$ cat src/rtl/core/bmpc_pkg.sv
// shared types and constants for the button multi-press classifier
`default_nettype none

package bmpc_pkg;

  localparam int unsigned LANES    = 4;
  localparam int unsigned LEVEL_W  = 4;
  localparam int unsigned COUNT_W  = 8;
  localparam int unsigned IDX_W    = 2;
  localparam int unsigned CFG_IDX_W = 1;

  localparam logic [COUNT_W-1:0] COUNT_MAX = '1;

  localparam logic [COUNT_W-1:0] RELEASE_TICKS_RST = 8'd20;
  localparam logic [COUNT_W-1:0] HOLD_TICKS_RST    = 8'd120;

  localparam logic [CFG_IDX_W-1:0] CFG_RELEASE_TICKS = 1'b0;
  localparam logic [CFG_IDX_W-1:0] CFG_HOLD_TICKS    = 1'b1;

  typedef enum logic {
    EVT_MULTI = 1'b0,
    EVT_HOLD  = 1'b1
  } evt_kind_e;

  typedef struct packed {
    logic               valid;
    evt_kind_e          kind;
    logic [COUNT_W-1:0] count;
  } lane_evt_t;

endpackage

`default_nettype wire

$ cat src/rtl/core/bmpc_lane.sv
// one button lane: debounce, press counter, timer and event detection
`default_nettype none

module bmpc_lane
  import bmpc_pkg::*;
(
  input  wire logic               clk_i,
  input  wire logic               rst_ni,
  input  wire logic               take_i,
  input  wire logic               push_i,
  input  wire logic               first_i,
  input  wire logic [COUNT_W-1:0] release_ticks_i,
  input  wire logic [COUNT_W-1:0] hold_ticks_i,
  output lane_evt_t               evt_o
);

  logic               sampled_q, sampled_d;
  logic               accepted_q, accepted_d;
  logic [COUNT_W-1:0] count_q, count_d;
  logic [COUNT_W-1:0] timer_q, timer_d;
  logic [COUNT_W-1:0] limit;

  always_comb begin
    sampled_d  = push_i;
    accepted_d = accepted_q;
    count_d    = count_q;
    timer_d    = timer_q;
    evt_o      = '{valid: 1'b0, kind: EVT_MULTI, count: count_q};
    limit      = push_i ? hold_ticks_i : release_ticks_i;

    if ((sampled_q != push_i) && !first_i) begin
      // still bouncing: only the sample moves
    end else if (first_i || (accepted_q != push_i)) begin
      accepted_d = push_i;
      if (push_i && !first_i && (count_q != COUNT_MAX)) begin
        count_d = count_q + COUNT_W'(1);
      end
      timer_d = '0;
    end else if (count_q != '0) begin
      if (timer_q != COUNT_MAX) begin
        timer_d = timer_q + COUNT_W'(1);
      end
      if (timer_q >= limit) begin
        evt_o.valid = 1'b1;
        evt_o.kind  = push_i ? EVT_HOLD : EVT_MULTI;
        if (!push_i) begin
          count_d = '0;
        end
      end
    end
  end

  always_ff @(posedge clk_i or negedge rst_ni) begin
    if (!rst_ni) begin
      sampled_q  <= 1'b0;
      accepted_q <= 1'b0;
      count_q    <= '0;
      timer_q    <= '0;
    end else if (take_i) begin
      sampled_q  <= sampled_d;
      accepted_q <= accepted_d;
      count_q    <= count_d;
      timer_q    <= timer_d;
    end
  end

endmodule

`default_nettype wire

$ cat src/rtl/core/bmpc_merge.sv
// collects the lane events of one tick and sends them out in button order
`default_nettype none

module bmpc_merge
  import bmpc_pkg::*;
#(
  parameter int unsigned NUM_LANES = 4
) (
  input  wire logic               clk_i,
  input  wire logic               rst_ni,
  input  wire logic               load_i,
  input  wire lane_evt_t          evt_i [NUM_LANES],
  output logic                    busy_o,
  output logic                    out_valid_o,
  input  wire logic               out_stall_i,
  output logic [IDX_W-1:0]        out_button_index_o,
  output logic                    out_event_kind_o,
  output logic [COUNT_W-1:0]      out_press_count_o,
  output logic                    out_last_event_o
);

  logic [NUM_LANES-1:0] pend_q;
  evt_kind_e            kind_q  [NUM_LANES];
  logic [COUNT_W-1:0]   count_q [NUM_LANES];

  logic [NUM_LANES-1:0] rest;
  logic [IDX_W-1:0]     sel_idx;
  evt_kind_e            sel_kind;
  logic [COUNT_W-1:0]   sel_count;
  logic                 out_free;
  logic                 move;

  logic                 out_valid_q;
  logic [IDX_W-1:0]     out_idx_q;
  evt_kind_e            out_kind_q;
  logic [COUNT_W-1:0]   out_count_q;
  logic                 out_last_q;

  // lowest pending lane wins
  always_comb begin
    sel_idx   = '0;
    sel_kind  = EVT_MULTI;
    sel_count = '0;
    rest      = pend_q;
    for (int i = NUM_LANES - 1; i >= 0; i--) begin
      if (pend_q[i]) begin
        sel_idx   = IDX_W'(i);
        sel_kind  = kind_q[i];
        sel_count = count_q[i];
      end
    end
    for (int i = 0; i < NUM_LANES; i++) begin
      if (IDX_W'(i) == sel_idx) begin
        rest[i] = 1'b0;
      end
    end
  end

  assign out_free = !out_valid_q || !out_stall_i;
  assign move     = out_free && (pend_q != '0);
  assign busy_o   = (pend_q != '0) && !(move && (rest == '0));

  always_ff @(posedge clk_i or negedge rst_ni) begin
    if (!rst_ni) begin
      pend_q <= '0;
    end else if (load_i) begin
      for (int i = 0; i < NUM_LANES; i++) begin
        pend_q[i] <= evt_i[i].valid;
      end
    end else if (move) begin
      pend_q <= rest;
    end
  end

  always_ff @(posedge clk_i) begin
    if (load_i) begin
      for (int i = 0; i < NUM_LANES; i++) begin
        kind_q[i]  <= evt_i[i].kind;
        count_q[i] <= evt_i[i].count;
      end
    end
  end

  always_ff @(posedge clk_i or negedge rst_ni) begin
    if (!rst_ni) begin
      out_valid_q <= 1'b0;
    end else if (move) begin
      out_valid_q <= 1'b1;
    end else if (!out_stall_i) begin
      out_valid_q <= 1'b0;
    end
  end

  always_ff @(posedge clk_i) begin
    if (move) begin
      out_idx_q   <= sel_idx;
      out_kind_q  <= sel_kind;
      out_count_q <= sel_count;
      out_last_q  <= (rest == '0);
    end
  end

  assign out_valid_o        = out_valid_q;
  assign out_button_index_o = out_idx_q;
  assign out_event_kind_o   = out_kind_q;
  assign out_press_count_o  = out_count_q;
  assign out_last_event_o   = out_last_q;

endmodule

`default_nettype wire

$ cat src/rtl/core/button_multi_press_classifier_top.sv
// top level: config registers, button lanes and event merge
// output: an accepted tick loads its events as pending; the first of them is
//   registered onto the output as soon as the output is free
// throughput: a tick with no event does not stall input; one with events holds
//   off the next tick until its last event leaves, one per cycle without stall
// reset: clears all lane state, sets the first-tick flag, sets release_ticks
//   to 20 and hold_ticks to 120
`default_nettype none

module button_multi_press_classifier_top
  import bmpc_pkg::*;
#(
  parameter int unsigned NUM_BUTTONS = 4
) (
  input  wire logic                 clk_i,
  input  wire logic                 rst_ni,
  input  wire logic                 cfg_valid_i,
  output logic                      cfg_ready_o,
  input  wire logic [CFG_IDX_W-1:0] cfg_index_i,
  input  wire logic [COUNT_W-1:0]   cfg_data_i,
  input  wire logic                 in_valid_i,
  output logic                      in_stall_o,
  input  wire logic [LEVEL_W-1:0]   in_button_levels_i,
  output logic                      out_valid_o,
  input  wire logic                 out_stall_i,
  output logic [IDX_W-1:0]          out_button_index_o,
  output logic                      out_event_kind_o,
  output logic [COUNT_W-1:0]        out_press_count_o,
  output logic                      out_last_event_o
);

  localparam int unsigned NUM_LANES = (NUM_BUTTONS < LANES) ? NUM_BUTTONS : LANES;

  logic               take;
  logic               busy;
  logic               first_q;
  logic [COUNT_W-1:0] release_ticks_q;
  logic [COUNT_W-1:0] hold_ticks_q;
  lane_evt_t          lane_evt [NUM_LANES];

  assign cfg_ready_o = 1'b1;
  assign in_stall_o  = busy;
  assign take        = in_valid_i && !busy;

  always_ff @(posedge clk_i or negedge rst_ni) begin
    if (!rst_ni) begin
      release_ticks_q <= RELEASE_TICKS_RST;
      hold_ticks_q    <= HOLD_TICKS_RST;
    end else if (cfg_valid_i) begin
      case (cfg_index_i)
        CFG_RELEASE_TICKS: release_ticks_q <= cfg_data_i;
        CFG_HOLD_TICKS:    hold_ticks_q    <= cfg_data_i;
        default: ;
      endcase
    end
  end

  always_ff @(posedge clk_i or negedge rst_ni) begin
    if (!rst_ni) begin
      first_q <= 1'b1;
    end else if (take) begin
      first_q <= 1'b0;
    end
  end

  for (genvar g = 0; g < NUM_LANES; g++) begin : g_lane
    bmpc_lane u_lane (
      .clk_i           (clk_i),
      .rst_ni          (rst_ni),
      .take_i          (take),
      .push_i          (in_button_levels_i[g]),
      .first_i         (first_q),
      .release_ticks_i (release_ticks_q),
      .hold_ticks_i    (hold_ticks_q),
      .evt_o           (lane_evt[g])
    );
  end

  bmpc_merge #(
    .NUM_LANES (NUM_LANES)
  ) u_merge (
    .clk_i              (clk_i),
    .rst_ni             (rst_ni),
    .load_i             (take),
    .evt_i              (lane_evt),
    .busy_o             (busy),
    .out_valid_o        (out_valid_o),
    .out_stall_i        (out_stall_i),
    .out_button_index_o (out_button_index_o),
    .out_event_kind_o   (out_event_kind_o),
    .out_press_count_o  (out_press_count_o),
    .out_last_event_o   (out_last_event_o)
  );

  // the first tick only latches levels and never produces an event
  a_first_tick_quiet: assert property (@(posedge clk_i) disable iff (!rst_ni)
    (take && first_q) |=> (!out_valid_o && !in_stall_o))
    else $error("event produced by the first tick");

  // events only exist for buttons with pending presses
  a_count_nonzero: assert property (@(posedge clk_i) disable iff (!rst_ni)
    out_valid_o |-> (out_press_count_o != '0))
    else $error("event with zero press count");

  a_index_range: assert property (@(posedge clk_i) disable iff (!rst_ni)
    out_valid_o |-> (int'(out_button_index_o) < NUM_LANES))
    else $error("event for a button that does not exist");

endmodule

`default_nettype wire
$ cat config.mk
export PLATFORM = sky130hd
export DESIGN_NAME = button_multi_press_classifier_top
export DESIGN_NICKNAME = d
export VERILOG_FILES = /design/src/rtl/core/bmpc_pkg.sv /design/src/rtl/core/bmpc_lane.sv /design/src/rtl/core/bmpc_merge.sv /design/src/rtl/core/button_multi_press_classifier_top.sv
export SDC_FILE = /design/constraint.sdc
export NUM_CORES = 1
export LEC_CHECK = 0
export BUFFER_PORTS_ARGS = -buffer_cell sky130_fd_sc_hd__buf_2
export CORE_MARGIN = 5
export CORE_UTILIZATION = 26
export CTS_BUF_LIST = sky130_fd_sc_hd__clkbuf_8
export DETAILED_ROUTE_END_ITERATION = 10
export GPL_TIMING_DRIVEN = 0
export PLACE_DENSITY = 0.47
export RECOVER_POWER = 25
export SLEW_MARGIN = 15
export SYNTH_ARGS = -nofsm -noshare
export SYNTH_HDL_FRONTEND = slang
export SYNTH_HIERARCHICAL = 1
export SYNTH_SLANG_ARGS = --single-unit
$ cat constraint.sdc
create_clock -name clk_i -period 6.2 [get_ports clk_i]
set_input_delay 0.31 -clock clk_i [delete_from_list [all_inputs] [get_ports clk_i]]
set_output_delay 0.31 -clock clk_i [all_outputs]
set_load 0.1 [all_outputs]
# After elaboration in Yosys (flattened, before gate mapping)
# Memory sizes are Yosys's and may differ from the RTL's.
# Index checks and enable logic that the tools add are counted.
# op_classes
bitwise	5
n_addsub	8
n_mux	78
reduce_logical	60
eq_ne	28
n_lt_le_gt_ge	4
# op_table
cell	count
$mux 8	40
$add 8x1->8 const B	8
$ne 8x8->1 const B	8
$mux 2	20
$ge 8x8->1	4
$reduce_bool 8->1	4
$reduce_bool 2->1	13
$reduce_and 6->1	4
$logic_and 1x1->1	16
$mux 1	16
$reduce_and 4->1	4
$reduce_and 3->1	4
$ne 2x1->1 const B	5
$mux 4	2
$ne 1x1->1	8
$ne 2x2->1 const B	4
$logic_not 1->1	5
$logic_or 1x1->1	5
$not 1->1	5
$eq 2x2->1 const A	2
$logic_not 4->1	1
$reduce_and 2->1	2
$reduce_bool 4->1	1
$eq 1x2->1 const A	1
$logic_not 2->1	1
# word_totals
ram_bits	36
reg_bits	106
memories	2
in_bits	18
wordCells	210
# mem_list
name	words	word_bits	rd	rd_clocked_by_memory_dff	write_ports	line	text
u_merge.count_q	4	8	4	0	4	bmpc_merge.sv:24	logic [COUNT_W-1:0] count_q [NUM_LANES];
u_merge.kind_q	4	1	4	0	4	bmpc_merge.sv:23	evt_kind_e kind_q [NUM_LANES];

# Depth between registers and ports, before layout
# Gate-level depths: netlist of run 1.
# depth
word_depth	14
depth_mapped	11

# Cells and area by module
# The synthesis of run 1 kept the hierarchy.
# modules_own_cells
mod	area_each_um2	seq_area_each_um2	cells_per_inst	n_inst
bmpc_lane at g_lane[1].u_lane ...	1361.3	450.4	146	2
bmpc_merge	2140.8	1566.5	128	1
bmpc_lane at g_lane[0].u_lane	1373.8	450.4	146	1
bmpc_lane at g_lane[3].u_lane	1365.1	450.4	148	1
button_multi_press_classifier_top	699.4	434.2	40	1

# Worst setup path after synthesis of run 1
# Ideal clock, no wire load.
# synth_path
path_type	flip-flop to flip-flop
startpoint	register u_merge.out_valid_q (netlist: u_merge/out_valid_o)
endpoint	register g_lane[0].u_lane.count_q[2]
path_buffers	0
required_ps	6074
path_stages_with_launch	9
path_slack_ps	-447
arrival_ps	6521
setup_ps	126
path_cell_list	dfrtp_1 -> and2_1 -> a2111oi_0 -> nor3_1 -> nor2b_1 -> o2111a_1 -> nand2_1 -> nor3b_1 -> a221o_1
# synth_between
elab_chain_cells	9
# synth_lines
item	line	text
from (decl)	bmpc_merge.sv:33	logic out_valid_q;
from (signal assigned)	bmpc_merge.sv:86	out_valid_q <= 1'b0;
from (signal assigned)	bmpc_merge.sv:88	out_valid_q <= 1'b1;
from (signal assigned)	bmpc_merge.sv:90	out_valid_q <= 1'b0;
$logic_not 1->1	bmpc_merge.sv:59	assign out_free = !out_valid_q || !out_stall_i;
$logic_or 1x1->1	bmpc_merge.sv:59	
$logic_and 1x1->1	bmpc_merge.sv:60	assign move = out_free && (pend_q != '0);
$logic_and 1x1->1	bmpc_merge.sv:61	assign busy_o = (pend_q != '0) && !(move && (rest == '0));
$logic_not 1->1	bmpc_merge.sv:61	
$logic_and 1x1->1	bmpc_merge.sv:61	
net in_stall_o	button_multi_press_classifier_top.sv:22	output logic in_stall_o,
$logic_not 1->1	button_multi_press_classifier_top.sv:43	assign take = in_valid_i && !busy;
$logic_and 1x1->1	button_multi_press_classifier_top.sv:43	
net take	button_multi_press_classifier_top.sv:34	logic take;
$reduce_and 6->1 (no source line)	-	
to (signal assigned)	bmpc_lane.sv:62	count_q <= count_d;
to (decl)	bmpc_lane.sv:19	logic [COUNT_W-1:0] count_q, count_d;
# The timed path passes the listed nets, and every way through them passes these cells.
# A chain may end at the register's enable or synchronous reset.

# Worst setup path after layout of run 1
# layout_path
startpoint	register u_merge.out_valid_q (netlist: u_merge/out_valid_o)
endpoint	register g_lane[1].u_lane.timer_q[7]
# layout_between
elab_chain_cells	9
# layout_lines
item	line	text
$logic_not 1->1	bmpc_merge.sv:59	
$logic_or 1x1->1	bmpc_merge.sv:59	
$logic_and 1x1->1	bmpc_merge.sv:60	
$logic_and 1x1->1	bmpc_merge.sv:61	
$logic_not 1->1	bmpc_merge.sv:61	
$logic_and 1x1->1	bmpc_merge.sv:61	
$logic_not 1->1	button_multi_press_classifier_top.sv:43	
$logic_and 1x1->1	button_multi_press_classifier_top.sv:43	
net take	button_multi_press_classifier_top.sv:34	
$reduce_and 4->1 (no source line)	-	
to (signal assigned)	bmpc_lane.sv:63	timer_q <= timer_d;
to (decl)	bmpc_lane.sv:20	logic [COUNT_W-1:0] timer_q, timer_d;
# The timed path passes the listed nets, and every way through them passes these cells.

==> metrics.yaml, run 1 <==
run_status:
  run_status: "complete, but fails checks"
  failed_checks: "capacitance limit, slew limit"
final_layout:
  fill_cells: 3269
  synthToLayoutAreaGrowth_pct: 13.4
  final_nets: 866
  final_cell_mix: "dfrtp_1, nand2_1, nand3_1, edfxtp_1, ha_1"
  n_antenna_cell: 0
  drive_gt1_share_pct: 18.1
  layout_commonest_cell: "dfrtp_1"
  utilization_pct: 29.8
place:
  gp_congestion: 0.762
  dp_hpwl_mm: 14.3
  io_buffers: 27
  dp_slack_ns: 2.72
logic_synthesis:
  synth_edf_count: 48
  synthXorXnorAreaFrac_pct: 1.10
  yosysUniqueCellTypes: 60
  synth_top_family_by_area: "compound AO/OA/AOI/OAI gates"
  synth-simple-area-share_pct: 16.7
  ys_seq_area_share_pct: 45.8
  synth-adder-area-share_pct: 6.75
  avgSynthCellArea_um2: 11.0
  ys_warn_count: 6
  ys_ff_latch: 142
  synth.top_cell.area_share_pct: 26.2
  synth_area_leader_cell: "dfrtp_1"
  synth_area_mm2: 0.00830
  synthArstFlopShare_pct: 66.2
  synth_area_leaders: "dfrtp_1, edfxtp_1, ha_1"
  synth_mux_area_share_pct: 8.02
  ys.flop_type: "dfrtp_1"
  netlist_instances: 754
  synth_nets: 816
  synth_compound_area_share_pct: 17.9
worst_setup_path:
  worstReg2RegEnd: "g_lane[1].u_lane/timer_q[7]$_DFFE_PN0P_"
  cp_slowest_cell: "nor2b_4"
  crit_chain: "and2_1 > a2111oi_0 > nor3_2 > nor2b_4 > buf_16 > buf_16 > o21ai_2 > or3_4 > or4_1 > a21oi_1"
  cp-endpoint: "g_lane[1].u_lane/timer_q[7]$_DFFE_PN0P_"
  startpoint: "u_merge/out_valid_o$_DFFE_PN0P_"
  cp_max_fo: 23
  cp-end-kind: "register"
  crit_buf_inv: 2
  max_stage_delay_ns: 0.55
  cp_top_family: "simple AND/OR/NAND/NOR gates"
  crit_type: "reg2reg"
  crit_top_cell: "buf_16"
  cp_data_arrival_time_ns: 3.81
  r2r_slack_ns: 2.77
  cp_num_cells: 10
  start_kind: "register"
  rr_startpoint: "u_merge/out_valid_o$_DFFE_PN0P_"
  required_ns: 6.58
  rr_worst_depth: 10
hold_path:
  hp-class: "in2reg"
route:
  wl_per_cell_um: 16.1
  drc_errors: 0
  wirelength_mm: 19.6
  drtAntennaViolNets: 0
  routed_via_density: 4.91
  vias: 5986
  dr.pass1.iters: 4
  drt_iter0_markers: 322
job:
  drv_cap: 1
cts:
  cts_buffers: 17
  cts_sinks: 142
  root_buffer: "clkbuf_8"
  cts_tree: "built"
  clk_pin_slew_ns: 0.09
  worst_skew_pair.late_latency_ns: 0.45
  htree_levels: 4
  clk_path_buf_depth: 2
power_and_ir_drop:
  power_leakage_nw: 3.84
  irDropWorstVdd_uv: 108
  total_power_mw: 2.93
  p_per_area_mw_per_mm2: 311
grt:
  grt_pass1_wl_mm: 32.3
  grt.met2_usage_pct: 16.5
  grt_overflow_total: 0
  met1_usage_pct: 16.7
  top_usage_layer: "met1"
  antenna_found_initial: 0
  grt_pass1_vias: 5702
  grt_usage_pct: 11.2
  grt_max_degree: 73
  met3_usage_pct: 2.00
floorplan:
  die_w_um: 189
  num_rows: 65
  io_pins: 33
  initial_core_util_pct: 26.3
  dieArea_mm2: 0.0356
  dieHeight_um: 189
  coreArea_mm2: 0.0316
sta:
  maxSlewViolCount: 23
  holdWs_ns: 0.0999
  hold_viol_final: 0
  slew-limit-headroom_pct: -2.73
  finClkSkew_ns: 0.0150
  fin_tns_setup_ns: 0
  period_share_pct: 55.4
  setup_ws_ns: 2.77
  fmaxAchievable_ghz: 0.291
  finalCriticalPeriod_ns: 3.43
  tightestPinTransition_ns: 1.54
  setup_violations: 0
  rsz0062_at_grt: "false"
-- routing by layer --
metal	vias up	part of all wire [%]
met5	-	0
met4	0	1.0
met3	11	2.1
met2	80	44
met1	2893	52
li1	3002	-
-- logic make-up after synthesis --
logic type                 count (synthesis)
adders and majority gates                 45
and+or+nand+nor                          255
DFF                                      142
buffers and inverters                     54
other                                      1
AOI/OAI and AO/OA                        190
xor gates and xnor gates                   7
muxes                                     60
-- worst register-to-register path: cells and delay by family, from the launching register on --
family | cells | cell delay (ns)
compound gates | 3 | 0.83
simple gates | 5 | 1.71
buf+inv | 2 | 0.43
flops | 1 | 0.41
-- what timing repair did --
item / in CTS / in global routing
setup buffers: 0 / 0
endpoints found under the hold margin: 22 / 0
hold buffers: 1 / 0
gates resized for setup: 0 / 0
-- layout make-up --
cell class	instances	area (um2)	area share (%)
inverters	22	82.6	0.877
plain buffers	32	218	2.31
well taps	402	503	5.34
multi-input cells	558	4190	44.5
flip-flops and latches	142	3800	40.4
clock inverters	15	158	1.67
repair buffers	31	226	2.41
clock buffers	17	234	2.49
-- metrics by stage --
step | cells | cell area [um2]
finish | 1219 | 9410
global route | 1219 | 9410
CTS | 1219 | 9440
detailed placement | 1186 | 9040
global placement | 1183 | 8940
floorplan | 754 | 8310
-- worst min-delay path by stage --
| stage | startpoint | end | slack (ns) | depth (start not counted) |
|---|---|---|---|---|
| final | cfg_data_i[5] | release_ticks_q[5]$_DFFE_PN0P_ | 0.1 | 2 |
| after CTS | cfg_data_i[0] | hold_ticks_q[0]$_DFFE_PN0P_ | 0.08 | 2 |
| after global placement | g_lane[0].u_lane/timer_q[6]$_DFFE_PN0P_ | g_lane[0].u_lane/timer_q[6]$_DFFE_PN0P_ | 0.53 | 1 |
| after global routing | cfg_data_i[0] | release_ticks_q[0]$_DFFE_PN0P_ | 0.08 | 2 |
| after floorplan | rst_ni | g_lane[0].u_lane/accepted_q$_DFFE_PN0P_ | 0.01 | 0 |
| after detailed placement | rst_ni | g_lane[0].u_lane/timer_q[2]$_DFFE_PN0P_ | 0.20 | 1 |
-- synthesized netlist by cell type (20+ instances only) --
master / number
a21oi_1: 20
nand2_1: 50
dfrtp_1: 87
mux2i_1: 32
nor2_1: 27
edfxtp_1: 48
o31ai_1: 42
o21ai_0: 27
mux2_2: 20
nand3_1: 48
inv_1: 22
a21o_1: 32
ha_1: 44
-- where the power goes --
group	total (mW)	internal [mW]	switching [mW]	leakage (nW)
combinational	0.763	0.354	0.409	2.10
clock	0.763	0.364	0.399	0.203
sequential	1.40	1.16	0.235	1.54
-- state kept, by name, summed over array words and instances (netlist names) --
signal                      count
u_merge/out_event_kind_o        1
u_merge/kind_q                  4
g_lane.u_lane/accepted_q        4
u_merge/out_last_event_o        1
release_ticks_q                 8
g_lane.u_lane/sampled_q         4
first_q                         1
u_merge/out_valid_o             1
u_merge/pend_q                  4
hold_ticks_q                    8
g_lane.u_lane/count_q          32
g_lane.u_lane/timer_q          32
u_merge/count_q                32
u_merge/out_button_index_o      2
u_merge/out_press_count_o       8
(Power assumes the default switching activity.)
==> run 2, diff against run 1 <==
==> constraint.sdc (replaced) <==
create_clock -name clk_i -period 3.58 [get_ports clk_i]
set_input_delay 0.179 -clock clk_i [delete_from_list [all_inputs] [get_ports clk_i]]
set_output_delay 0.179 -clock clk_i [all_outputs]
set_load 0.1 [all_outputs]
==> metrics.yaml, run 2 (synthesis gave the netlist of run 1 again) <==
sta:
  rsz0062_at_grt: "false"
  tightestPinTransition_ns: 2.34  # +0.798 ns
  finalCriticalPeriod_ns: 3.22  # -0.211 ns
  finClkSkew_ns: 0.0205  # +0.00553 ns
  setup_violations: 0  # unchanged
  period_share_pct: 90.0  # +35 points
  fin_tns_setup_ns: 0  # unchanged
  fmaxAchievable_ghz: 0.310  # +6.6%
  maxSlewViolCount: 38  # +65%
  slew-limit-headroom_pct: -55.9  # -53 points
  hold_viol_final: 0  # unchanged
cts:
  clk_pin_slew_ns: 0.10  # about the same
  htree_levels: 4  # unchanged
  clk_path_buf_depth: 2  # unchanged
  ctsResizeCount: 0  # unchanged
  cts_tree: "built"
  cts_sinks: 142  # unchanged
  worst_skew_pair.late_latency_ns: 0.46  # about the same
  cts_buffers: 17  # unchanged
  root_buffer: "clkbuf_8"
worst_setup_path:
  crit_type: "reg2reg"
  cp_top_family: "simple AND/OR/NAND/NOR gates"
  start_kind: "register"
  crit_chain: "buf_4 > buf_4 > nor4_2 > nor3_4 > nor2b_4 > buf_16 > buf_16 > o2111a_1 > o211ai_2 > a221o_1"
  cp_slowest_cell: "nor2b_4"
  required_ns: 3.93  # -2.65 ns
  cp_data_arrival_time_ns: 3.58  # -0.23 ns
  crit_buf_inv: 4  # +2
  max_stage_delay_ns: 0.57  # +0.02 ns
  cp_max_fo: 23  # unchanged
  cp-end-kind: "register"
grt:
  grt_pass1_wl_mm: 33.0  # +2.2%
  grt_overflow_total: 0  # unchanged
  grt_usage_pct: 11.4  # +0.24 points
  grt_pass1_vias: 5872  # +3.0%
  antenna_found_initial: 0  # unchanged
  grt_max_degree: 58  # -21%
route:
  vias: 6043  # +0.95%
  routed_via_density: 4.93  # +0.29%
  drtAntennaViolNets: 0  # unchanged
  drt_iter0_markers: 387  # +20%
  drc_errors: 0  # unchanged
  wl_per_cell_um: 16.0  # about the same
  wirelength_mm: 19.7  # +0.60%
  dr.pass1.iters: 5  # +1
floorplan:
  coreArea_mm2: 0.0316  # unchanged
  dieArea_mm2: 0.0356  # unchanged
  num_rows: 65  # unchanged
  die_w_um: 189  # unchanged
  initial_core_util_pct: 26.3  # unchanged
  io_pins: 33  # unchanged
  dieHeight_um: 189  # unchanged
final_layout:
  final_nets: 874  # +0.92%
  drive_gt1_share_pct: 19.5  # +1.4 points
  synthToLayoutAreaGrowth_pct: 15.1
  final_cell_mix: "dfrtp_1, nand2_1, nand3_1, edfxtp_1, ha_1"
  largestRegisters: "g_lane.u_lane/count_q: 32 flops, g_lane.u_lane/timer_q: 32 flops, u_merge/count_q: 32 flops"
  layout_commonest_cell: "dfrtp_1"
  n_antenna_cell: 0  # unchanged
power_and_ir_drop:
  irDropWorstVdd_uv: 186  # +72%
  total_power_mw: 4.99  # +70%
  p_per_area_mw_per_mm2: 522  # +68%
  power_leakage_nw: 3.92  # +2.0%
run_status:
  failed_checks: "capacitance limit, slew limit"
  run_status: "complete, but fails checks"
hold_path:
  hp-class: "in2reg"
place:
  gp_congestion: 0.781  # +2.5%
  io_buffers: 27  # unchanged
  dp_hpwl_mm: 14.4  # +1.3%
job:
  drv_cap: 1  # unchanged
[run 2: cell types whose count changed in the layout (fill, tap and decap cells not counted), moves of 4 or more]
cell	before	now
dlygate4sd3_1	1	9
mux2_4	2	8
mux2_1	6	0
inv_6	8	4
clkinv_4	1	5
[run 2: worst paths after layout]
check / endpoint / slack (ns) / from / cells after the start
hold reg to reg: u_merge/count_q[1][1]$_DFFE_PP_ / 0.54 / g_lane[1].u_lane/count_q[1]$_DFFE_PN0P_ / 0
setup / recovery: g_lane[0].u_lane/count_q[2]$_DFFE_PN0P_ / 0.36 / u_merge/pend_q[2]$_DFFE_PN0P_ / 10
max in group asynchronous: g_lane[3].u_lane/timer_q[1]$_DFFE_PN0P_ / 1.28 / rst_ni / 2
setup reg to reg: g_lane[0].u_lane/count_q[2]$_DFFE_PN0P_ / 0.36 / u_merge/pend_q[2]$_DFFE_PN0P_ / 10
hold / removal: u_merge/out_valid_o$_DFFE_PN0P_ / 0.10 / out_stall_i / 3
min in group asynchronous: g_lane[0].u_lane/timer_q[6]$_DFFE_PN0P_ / 0.96 / rst_ni / 2
[run 2: layout make-up]
cell class / count / area [um2]
clock inverter: 15 / 130
inverter: 22 / 82.6
clock buffer: 17 / 234
tap: 402 / 503
sequential: 142 / 3810
timing repair buffer: 39 / 307
multi-input combinational: 558 / 4280
fill: 3275 / 22000
buffer: 32 / 218
[run 2: report_power, final]
part	leakage [nW]	internal, mW	switching (mW)
logic	2.19	0.633	0.721
registers	1.53	2.02	0.403
clock network	0.187	0.501	0.713
total	3.92	3.15	1.84
[run 2: layer usage]
layer,routed length [um],GRT usage [%],vias to the layer above
li1,-,-,3018
met1,10200,17.0,2919
met2,8690,16.9,89
met3,563,1.95,17
met4,266,3.28,0
met5,0,0,-
[run 2: stage by stage]
step           setup slack, ns  cells  hold WS [ns]  area [um2]  utilization [%]
2_1_floorplan           0.0233    754        -0.117        8390                -
6_report                 0.358   1227         0.101        9560             30.3
5_1_grt                  0.171   1227         0.107        9560             30.3
4_1_cts                  0.313   1227        0.0641        9570             30.3
3_3_place_gp            -0.320   1183         0.428        9020             28.6
3_5_place_dp             0.299   1186         0.124        9110             28.9
[run 2: repair_timing]
action	4_1_cts	5_1_grt
hold buffers	9	0
setup endpoints to repair	0	0
buffers inserted	0	0
endpoints found under the hold margin	53	0
[run 2: worst reg2reg max path, delay by kind of cell, from the launching register on]
kind	cells	cell delay, ns
buffers and inverters	4	0.82
and+or+nand+nor	3	1.03
DFF	1	0.37
AOI/OAI and AO/OA	3	0.92
